--- src/hw/rtl/iuv_pkg.sv ---
// ----------------------------------------------------------------------------
// iuv_pkg
// Shared types and constants for the image upload validator: request
// payloads, config record, mode and error codes, header constants.
// ----------------------------------------------------------------------------
package iuv_pkg;

	// header and storage geometry
	localparam int unsigned HEADER_LEN  = 32;
	localparam int unsigned STORE_BYTES = 131072;
	localparam int unsigned STORE_W     = $clog2(STORE_BYTES) + 1;

	// header constants
	localparam logic [31:0] MAGIC_WORD  = 32'h3149_4D54;
	localparam logic [15:0] HDR_VERSION = 16'd1;
	localparam logic [15:0] HDR_FORMAT  = 16'd1;

	// crc-32, reflected form
	localparam logic [31:0] CRC_POLY = 32'hEDB8_8320;
	localparam logic [31:0] CRC_INIT = 32'hFFFF_FFFF;

	// config reset values
	localparam logic [15:0] RST_WIDTH         = 16'd240;
	localparam logic [15:0] RST_HEIGHT        = 16'd240;
	localparam logic [16:0] RST_PAYLOAD_BYTES = 17'd115200;

	// config register indexes
	typedef enum logic [1:0] {
		REG_WIDTH         = 2'd0,
		REG_HEIGHT        = 2'd1,
		REG_PAYLOAD_BYTES = 2'd2
	} reg_idx_t;

	// request modes
	typedef enum logic [1:0] {
		MODE_BEGIN = 2'd0,
		MODE_DATA  = 2'd1,
		MODE_END   = 2'd2,
		MODE_ABORT = 2'd3
	} mode_t;

	// error codes
	typedef enum logic [2:0] {
		ERR_NONE        = 3'd0,
		ERR_NOT_STARTED = 3'd1,
		ERR_BAD_HEADER  = 3'd2,
		ERR_TOO_LARGE   = 3'd3,
		ERR_NO_HEADER   = 3'd4,
		ERR_BAD_LENGTH  = 3'd5,
		ERR_CRC         = 3'd6,
		ERR_ABORTED     = 3'd7
	} err_t;

	typedef struct packed {
		mode_t      mode;
		logic [7:0] data_byte;
	} item_t;

	typedef struct packed {
		logic        write_valid;
		logic [16:0] write_offset;
		logic [7:0]  write_byte;
		logic        upload_done;
		logic        item_failed;
		err_t        error_code;
	} result_t;

	typedef struct packed {
		logic [15:0] expected_width;
		logic [15:0] expected_height;
		logic [16:0] expected_payload_bytes;
	} cfg_t;

endpackage

--- src/hw/rtl/iuv_cfg_regs.sv ---
// ----------------------------------------------------------------------------
// iuv_cfg_regs
// Configuration register file: expected width, height and payload length.
// ----------------------------------------------------------------------------
module iuv_cfg_regs (
	input  logic          clk,
	input  logic          arst_n,
	input  logic          cfg_valid,
	output logic          cfg_ready,
	input  logic [1:0]    cfg_index,
	input  logic [16:0]   cfg_data,
	output iuv_pkg::cfg_t cfg
);
	import iuv_pkg::*;

	cfg_t cfg_q;

	// always able to take a write
	assign cfg_ready = 1'b1;
	assign cfg       = cfg_q;

	// register writes, unknown index ignored
	always_ff @(posedge clk or negedge arst_n) begin
		if (!arst_n) begin
			cfg_q.expected_width         <= RST_WIDTH;
			cfg_q.expected_height        <= RST_HEIGHT;
			cfg_q.expected_payload_bytes <= RST_PAYLOAD_BYTES;
		end else if (cfg_valid) begin
			case (reg_idx_t'(cfg_index))
				REG_WIDTH:         cfg_q.expected_width <= cfg_data[15:0];
				REG_HEIGHT:        cfg_q.expected_height <= cfg_data[15:0];
				REG_PAYLOAD_BYTES: cfg_q.expected_payload_bytes <= cfg_data;
				default: ;
			endcase
		end
	end

endmodule

--- src/hw/rtl/iuv_crc8.sv ---
// ----------------------------------------------------------------------------
// iuv_crc8
// One byte step of the reflected crc-32, unrolled over eight bit steps.
// ----------------------------------------------------------------------------
module iuv_crc8 (
	input  logic [31:0] crc_in,
	input  logic [7:0]  data_byte,
	output logic [31:0] crc_out
);
	import iuv_pkg::*;

	// shift out eight bits, folding the polynomial on each set lsb
	always_comb begin
		logic [31:0] c;
		c = crc_in ^ {24'd0, data_byte};
		for (int k = 0; k < 8; k++) begin
			c = {1'b0, c[31:1]} ^ (CRC_POLY & {32{c[0]}});
		end
		crc_out = c;
	end

endmodule

--- src/hw/rtl/iuv_core.sv ---
// ----------------------------------------------------------------------------
// iuv_core
// Upload state and per-request decision logic: header check, payload
// writes with overflow check, crc fold and end-of-upload checks.
// ----------------------------------------------------------------------------
module iuv_core (
	input  logic             clk,
	input  logic             arst_n,
	input  logic             fire,
	input  iuv_pkg::item_t   item,
	input  iuv_pkg::cfg_t    cfg,
	output iuv_pkg::result_t res
);
	import iuv_pkg::*;

	logic        active_q,   active_d;
	logic        failed_q,   failed_d;
	logic [5:0]  hdr_cnt_q,  hdr_cnt_d;
	logic        match_q,    match_d;
	logic        complete_q, complete_d;
	logic [31:0] hdr_crc_q,  hdr_crc_d;
	logic [16:0] pay_cnt_q,  pay_cnt_d;
	logic [31:0] crc_q,      crc_d;
	err_t        last_err_q, last_err_d;

	logic [31:0]        crc_next;
	logic [7:0]         want;
	logic               byte_ok;
	logic [STORE_W-1:0] offset;
	logic               too_large;

	iuv_crc8 u_crc8 (
		.crc_in    (crc_q),
		.data_byte (item.data_byte),
		.crc_out   (crc_next)
	);

	// expected value of the current header byte
	always_comb begin
		want    = 8'd0;
		byte_ok = 1'b1;
		case (hdr_cnt_q[4:0])
			5'd0:  want = MAGIC_WORD[7:0];
			5'd1:  want = MAGIC_WORD[15:8];
			5'd2:  want = MAGIC_WORD[23:16];
			5'd3:  want = MAGIC_WORD[31:24];
			5'd4:  want = HDR_VERSION[7:0];
			5'd5:  want = HDR_VERSION[15:8];
			5'd6:  want = HDR_FORMAT[7:0];
			5'd7:  want = HDR_FORMAT[15:8];
			5'd8:  want = cfg.expected_width[7:0];
			5'd9:  want = cfg.expected_width[15:8];
			5'd10: want = cfg.expected_height[7:0];
			5'd11: want = cfg.expected_height[15:8];
			5'd12: want = cfg.expected_payload_bytes[7:0];
			5'd13: want = cfg.expected_payload_bytes[15:8];
			5'd14: want = {7'd0, cfg.expected_payload_bytes[16]};
			5'd15: want = 8'd0;
			default: want = item.data_byte;
		endcase
		byte_ok = (want == item.data_byte);
	end

	// payload offset and overflow check
	assign offset    = STORE_W'(pay_cnt_q) + STORE_W'(HEADER_LEN);
	assign too_large = (pay_cnt_q >= cfg.expected_payload_bytes)
	                || (offset >= STORE_W'(STORE_BYTES));

	// next state and result
	always_comb begin
		active_d   = active_q;
		failed_d   = failed_q;
		hdr_cnt_d  = hdr_cnt_q;
		match_d    = match_q;
		complete_d = complete_q;
		hdr_crc_d  = hdr_crc_q;
		pay_cnt_d  = pay_cnt_q;
		crc_d      = crc_q;
		last_err_d = last_err_q;
		res        = '0;
		case (item.mode)
			MODE_BEGIN: begin
				active_d   = 1'b1;
				failed_d   = 1'b0;
				hdr_cnt_d  = '0;
				match_d    = 1'b1;
				complete_d = 1'b0;
				hdr_crc_d  = '0;
				pay_cnt_d  = '0;
				crc_d      = CRC_INIT;
				last_err_d = ERR_NONE;
			end
			MODE_ABORT: begin
				active_d         = 1'b0;
				failed_d         = 1'b1;
				last_err_d       = ERR_ABORTED;
				res.item_failed  = 1'b1;
				res.error_code   = ERR_ABORTED;
			end
			default: begin
				if (!active_q) begin
					// data or end with no upload open
					failed_d        = 1'b1;
					last_err_d      = ERR_NOT_STARTED;
					res.item_failed = 1'b1;
					res.error_code  = ERR_NOT_STARTED;
				end else if (item.mode == MODE_DATA) begin
					if (failed_q) begin
						res.item_failed = 1'b1;
						res.error_code  = last_err_q;
					end else if (!hdr_cnt_q[5]) begin
						// header byte
						match_d   = match_q & byte_ok;
						hdr_cnt_d = hdr_cnt_q + 6'd1;
						if (hdr_cnt_q[4:2] == 3'b100) begin
							hdr_crc_d[8*hdr_cnt_q[1:0] +: 8] = item.data_byte;
						end
						if (hdr_cnt_q[4:0] == 5'd31) begin
							complete_d = 1'b1;
							if (!match_d) begin
								failed_d        = 1'b1;
								last_err_d      = ERR_BAD_HEADER;
								res.item_failed = 1'b1;
								res.error_code  = ERR_BAD_HEADER;
							end
						end
					end else if (too_large) begin
						failed_d        = 1'b1;
						last_err_d      = ERR_TOO_LARGE;
						res.item_failed = 1'b1;
						res.error_code  = ERR_TOO_LARGE;
					end else begin
						// payload byte
						res.write_valid  = 1'b1;
						res.write_offset = offset[16:0];
						res.write_byte   = item.data_byte;
						crc_d            = crc_next;
						pay_cnt_d        = pay_cnt_q + 17'd1;
					end
				end else begin
					// end of upload checks
					active_d        = 1'b0;
					res.item_failed = 1'b1;
					if (failed_q) begin
						res.error_code = last_err_q;
					end else if (!complete_q) begin
						failed_d       = 1'b1;
						last_err_d     = ERR_NO_HEADER;
						res.error_code = ERR_NO_HEADER;
					end else if (pay_cnt_q != cfg.expected_payload_bytes) begin
						failed_d       = 1'b1;
						last_err_d     = ERR_BAD_LENGTH;
						res.error_code = ERR_BAD_LENGTH;
					end else if (~crc_q != hdr_crc_q) begin
						failed_d       = 1'b1;
						last_err_d     = ERR_CRC;
						res.error_code = ERR_CRC;
					end else begin
						res.item_failed = 1'b0;
						res.upload_done = 1'b1;
					end
				end
			end
		endcase
	end

	// upload state registers
	always_ff @(posedge clk or negedge arst_n) begin
		if (!arst_n) begin
			active_q   <= 1'b0;
			failed_q   <= 1'b0;
			hdr_cnt_q  <= '0;
			match_q    <= 1'b1;
			complete_q <= 1'b0;
			hdr_crc_q  <= '0;
			pay_cnt_q  <= '0;
			crc_q      <= CRC_INIT;
			last_err_q <= ERR_NONE;
		end else if (fire) begin
			active_q   <= active_d;
			failed_q   <= failed_d;
			hdr_cnt_q  <= hdr_cnt_d;
			match_q    <= match_d;
			complete_q <= complete_d;
			hdr_crc_q  <= hdr_crc_d;
			pay_cnt_q  <= pay_cnt_d;
			crc_q      <= crc_d;
			last_err_q <= last_err_d;
		end
	end

endmodule

--- src/hw/rtl/image_upload_validator.sv ---
// ----------------------------------------------------------------------------
// image_upload_validator
// Byte-wide upload checker: parses a 32-byte header, emits payload writes,
// folds payload into crc-32 and reports a result for every request.
//
//   channel   direction  handshake              payload
//   item      in         item_valid/item_stall  item_t   (mode, data_byte)
//   result    out        result_valid/stall     result_t (write, status)
//   cfg       in         cfg_valid/cfg_ready    cfg_index, cfg_data
//
// One request per cycle while result_stall is low; the edge that takes a
// request loads the input register, and the result register then takes the
// core's answer for it and raises result_valid.
// The per-byte crc step and header compare sit between those two registers.
// Reset clears the upload state and loads the config defaults.
// A stalled result holds the result register and, once the input register
// is also full, item_stall goes high.
// ----------------------------------------------------------------------------
module image_upload_validator (
	input  logic             clk,
	input  logic             arst_n,
	input  logic             item_valid,
	output logic             item_stall,
	input  iuv_pkg::item_t   item,
	output logic             result_valid,
	input  logic             result_stall,
	output iuv_pkg::result_t result,
	input  logic             cfg_valid,
	output logic             cfg_ready,
	input  logic [1:0]       cfg_index,
	input  logic [16:0]      cfg_data
);
	import iuv_pkg::*;

	logic    valid_s1;
	item_t   item_s1;
	logic    valid_s2;
	result_t result_s2;
	logic    advance;
	logic    fire;
	cfg_t    cfg;
	result_t core_res;

	// pipeline flow control
	assign advance    = !valid_s2 || !result_stall;
	assign fire       = valid_s1 && advance;
	assign item_stall = valid_s1 && !advance;

	iuv_cfg_regs u_cfg (
		.clk       (clk),
		.arst_n    (arst_n),
		.cfg_valid (cfg_valid),
		.cfg_ready (cfg_ready),
		.cfg_index (cfg_index),
		.cfg_data  (cfg_data),
		.cfg       (cfg)
	);

	iuv_core u_core (
		.clk    (clk),
		.arst_n (arst_n),
		.fire   (fire),
		.item   (item_s1),
		.cfg    (cfg),
		.res    (core_res)
	);

	// input register
	always_ff @(posedge clk or negedge arst_n) begin
		if (!arst_n) begin
			valid_s1 <= 1'b0;
		end else if (!item_stall) begin
			valid_s1 <= item_valid;
		end
	end

	always_ff @(posedge clk) begin
		if (item_valid && !item_stall) begin
			item_s1 <= item;
		end
	end

	// result register
	always_ff @(posedge clk or negedge arst_n) begin
		if (!arst_n) begin
			valid_s2 <= 1'b0;
		end else if (advance) begin
			valid_s2 <= valid_s1;
		end
	end

	always_ff @(posedge clk) begin
		if (fire) begin
			result_s2 <= core_res;
		end
	end

	assign result_valid = valid_s2;
	assign result       = result_s2;

endmodule

--- config.mk ---
export PLATFORM = sky130hd
export DESIGN_NAME = image_upload_validator
export DESIGN_NICKNAME = d
export VERILOG_FILES = /design/src/hw/rtl/iuv_pkg.sv /design/src/hw/rtl/iuv_cfg_regs.sv /design/src/hw/rtl/iuv_crc8.sv /design/src/hw/rtl/iuv_core.sv /design/src/hw/rtl/image_upload_validator.sv
export SDC_FILE = /design/constraint.sdc
export NUM_CORES = 1
export LEC_CHECK = 0
export BUFFER_PORTS_ARGS = -buffer_cell sky130_fd_sc_hd__buf_2
export CORE_UTILIZATION = 39
export DETAILED_ROUTE_END_ITERATION = 16
export PLACE_DENSITY_LB_ADDON = 0.25
export SETUP_SLACK_MARGIN = 0.15
export SYNTH_ARGS = -nofsm -noshare
export SYNTH_HDL_FRONTEND = slang
export SYNTH_HIERARCHICAL = 1
export SYNTH_SLANG_ARGS = --single-unit
--- constraint.sdc ---
create_clock -name clk -period 6.2 [get_ports clk]
set_clock_uncertainty 0.05 [all_clocks]
set_input_delay 0 -clock clk [delete_from_list [all_inputs] [get_ports clk]]
set_output_delay 0 -clock clk [all_outputs]
set_load 0.005 [all_outputs]
==> key figures <==
Global route
  • Initial antenna violation count: 0
  • Vias in the first global route: 7447
  • Grt ovf: 0
  • Global-route wire length before repair: 42700 µm
  • All-Layer GR Usage: 19.8%
  • Largest net degree at the start of global routing: 82

Setup path
  • CP Cell Sequence: inv_1, ha_1, inv_1, a211oi_2, nand2_1, nor2_1, a41o_1, o21ai_1, nand2_1, o21ai_0
  • Setup Crit Path Kind: flip-flop to flip-flop
  • Reg2reg path depth: 10
  • R2R Path End: u_core/hdr_crc_q[24]
  • CP Launch Point: item_s1[8]
  • Worst path max stage delay: 0.50 ns
  • Data required time of the critical path: 6.41 ns
  • FF-to-FF setup slack: 2.63 ns
  • Crit. End Element: flip-flop
  • Startpoint Class: flip-flop
  • Origin of the critical flop-to-flop path: item_s1[8]
  • Critical path peak fanout: 16
  • Slowest CP cell: ha_1
  • Critical Path AT: 3.78 ns

Clocking
  • Worst-Skew Late Latency: 0.43 ns
  • Htree depth: 4
  • CTS Buf Count: 17
  • Longest Clk Path Bufs: 2
  • CTS tree: yes
  • Clock slew at reported path FFs: 0.07 ns
  • Root buffer cell: clkbuf_16
  • Clk sinks: 186
  • Post-CTS Setup Repair Bufs: 0

STA
  • Setup ws final: 2.63 ns
  • Worst relative slew slack: 21.6%
  • Final Max Tran Viols: 0
  • Fmax: 280 MHz
  • Final Critical Period: 3.57 ns
  • Final hold violations: 0
  • RSZ-0062 raised after global routing: no
  • Tightest Pin Transition: 1.17 ns
  • Final TNS setup: 0 ns
  • Final setup fails: 0
  • Final period utilization: 57.6%

Power
  • Maximum vdd ir drop: 0.000189 V
  • Power per standard cell area: 410 nW/µm²
  • Leak: 0.00502 µW

Synthesis
  • Top FF cell, synth: dfrtp_1
  • Post-Synthesis Cells: 999
  • Fraction of registers with async set/reset: 78.0%
  • Syn_area_per_cell: 10.5 µm²
  • Synthesis-stage register bit count: 186
  • Largest area contributor in the netlist: dfrtp_1
  • Post-synth EDFFs: 41
  • Unique masters post-synth: 83
  • Yosys top cell area share: 23.8%
  • Synth cell count leaders: 157 x nand2_1, 100 x dfrtp_1, 63 x xnor2_1
  • Top cells by area, synth: dfrtp_1 24%, edfxtp_1 12%, dfstp_2 11%
  • YS warnings: 6
  • Mapped cell area: 10500 µm²
  • Sequential area share after synthesis: 46.8%
  • Syn nets: 1066
  • Most frequent cell after synthesis: nand2_1

Hold path
  • End of the worst hold path: u_cfg/cfg[45]
  • Hold path cells: 3
  • Min-delay worst type: primary input to flip-flop
  • Hold Crit Start: cfg_index[0]

Placed design
  • Dpl ws: 2.68 ns
  • Hpwl dp: 18400 µm
  • I/O Buffers: 66
  • GPL Wtd Cong: 0.846

Routing
  • Final WL: 26500 µm
  • First drt pass iteration count: 11
  • Vias per cell: 5.30
  • Routed len/inst: 18.5 µm
  • Vias: 7590
  • Drc violations: 4
  • Iter 0 DRT Violations: 713
  • Post-DRT Antenna Nets: 0

Die
  • IO Count: 68
  • Initial Utilization: 40.0%
  • Die X: 166 µm
  • Core area: 26200 µm²
  • Vert. Die Dim: 166 µm
  • Core Rows: 59
  • Die Area: 27600 µm²

Outcome
  • Failing checks: design-rule violations
  • Status: finished, violations left

Cells and area
  • Share of cells above drive strength 1: 21.4%
  • Final Net Count: 1150
  • Layout area overhead: 14.1%
  • Antenna diodes: 0

Run
  • Max-capacitance violation count: 0
[worst max-delay path by stage]
stage | endpoint | slack, ns | cells after the start
2_1_floorplan | u_core/hdr_crc_q[0] | 1.05 | 10
3_3_place_gp | u_core/hdr_crc_q[0] | 2.66 | 10
3_5_place_dp | u_core/hdr_crc_q[24] | 2.68 | 10
4_1_cts | u_core/hdr_crc_q[24] | 2.65 | 10
5_1_grt | u_core/hdr_crc_q[26] | 2.34 | 10
6_report | u_core/hdr_crc_q[24] | 2.63 | 10
[cell families (layout without fill, tap and decap cells)]
family / count (synthesis) / count (layout) / synth area share [%]
other cells: 1 / 1 / 0.0357
xor+xnor: 132 / 132 / 12.8
buf+inv: 76 / 173 / 3.40
simple gates: 383 / 383 / 18.0
mux: 62 / 62 / 6.50
compound gates: 126 / 126 / 8.51
flops: 186 / 186 / 46.8
fa+ha+maj: 33 / 33 / 3.93
[per-layer routing]
layer	wire length [µm]	global-route usage, %	vias to the layer above
met5	0	0	-
met4	442	5.89	0
met3	1380	3.22	31
met2	12000	30.8	252
met1	12600	28.3	3674
li1	-	-	3633
[repair_timing]
action / 4_1_cts / 5_1_grt
gates resized for setup: 0 / 0
endpoints found under the hold margin: 109 / 0
hold buffers: 31 / 0
[power breakdown]
| group | total [µW] | switching (µW) | internal, µW |
|---|---|---|---|
| Clock | 1080 | 492 | 584 |
| Sequential | 1860 | 294 | 1560 |
| Combinational | 1970 | 1030 | 946 |
[cell type report]
class / instances / area [µm²]
Clock buffer: 20 / 458
Fill cell: 2421 / 14200
Multi-Input combinational cell: 737 / 5230
Timing Repair Buffer: 104 / 699
Sequential cell: 186 / 4920
Inverter: 37 / 139
Clock inverter: 12 / 114
Tap cell: 335 / 419
[cell usage in the layout, fill, tap and decap left out, types with 4 or more instances in the layout]
cell and n:
nand2_1 157, nor3_1 14, a32o_1 4, buf_2 65, inv_1 37, o21ai_1 9
nand3b_1 4, nand4_1 24, and3_1 11, dfrtp_1 100, mux2_2 49, nand3_1 50
clkbuf_16 18, xor2_2 6, xnor2_4 5, nor4_1 10, buf_4 7, o21ai_0 44
xnor2_1 63, edfxtp_1 41, xor2_1 54, ha_1 33, a21oi_1 16, and2_1 16
nor2b_1 5, mux2i_1 13, o31a_1 4, dlygate4sd3_1 31, nor2_1 59, o22ai_1 8
dfstp_2 45, nand2b_1 9, and4_1 4
[worst max-delay path, delay by kind of cell, from the launching register on]
family	cells	cell delay, ns
buffers and inverters	2	0.43
AND/OR/NAND/NOR	3	0.76
AO/OA/AOI/OAI	4	1.22
adder cells (fa/ha/maj)	1	0.50
flip-flops	1	0.42
[state kept, by name (all words and copies together) (netlist names), 3 cells and up]
register	flops
u_core/crc_q	32
u_core/hdr_cnt_q	6
u_core/pay_cnt_q	17
item_s1	10
u_core/last_err_q	3
u_core/hdr_crc_q	32
u_cfg/cfg	49
result	31
[through the flow]
stage	hold slack [ns]	cells	instance area, µm²	power [µW]	utilization [%]
6_report	0.0358	1431	12000	4910	45.7
3_5_place_dp	0.0667	1368	11100	3810	42.3
3_3_place_gp	0.0717	1368	11100	3800	42.3
5_1_grt	0.0456	1431	12000	5190	45.7
2_1_floorplan	-0.346	999	10500	3390	-
4_1_cts	0.0230	1431	12000	4920	45.7
(Power assumes the default switching activity.)
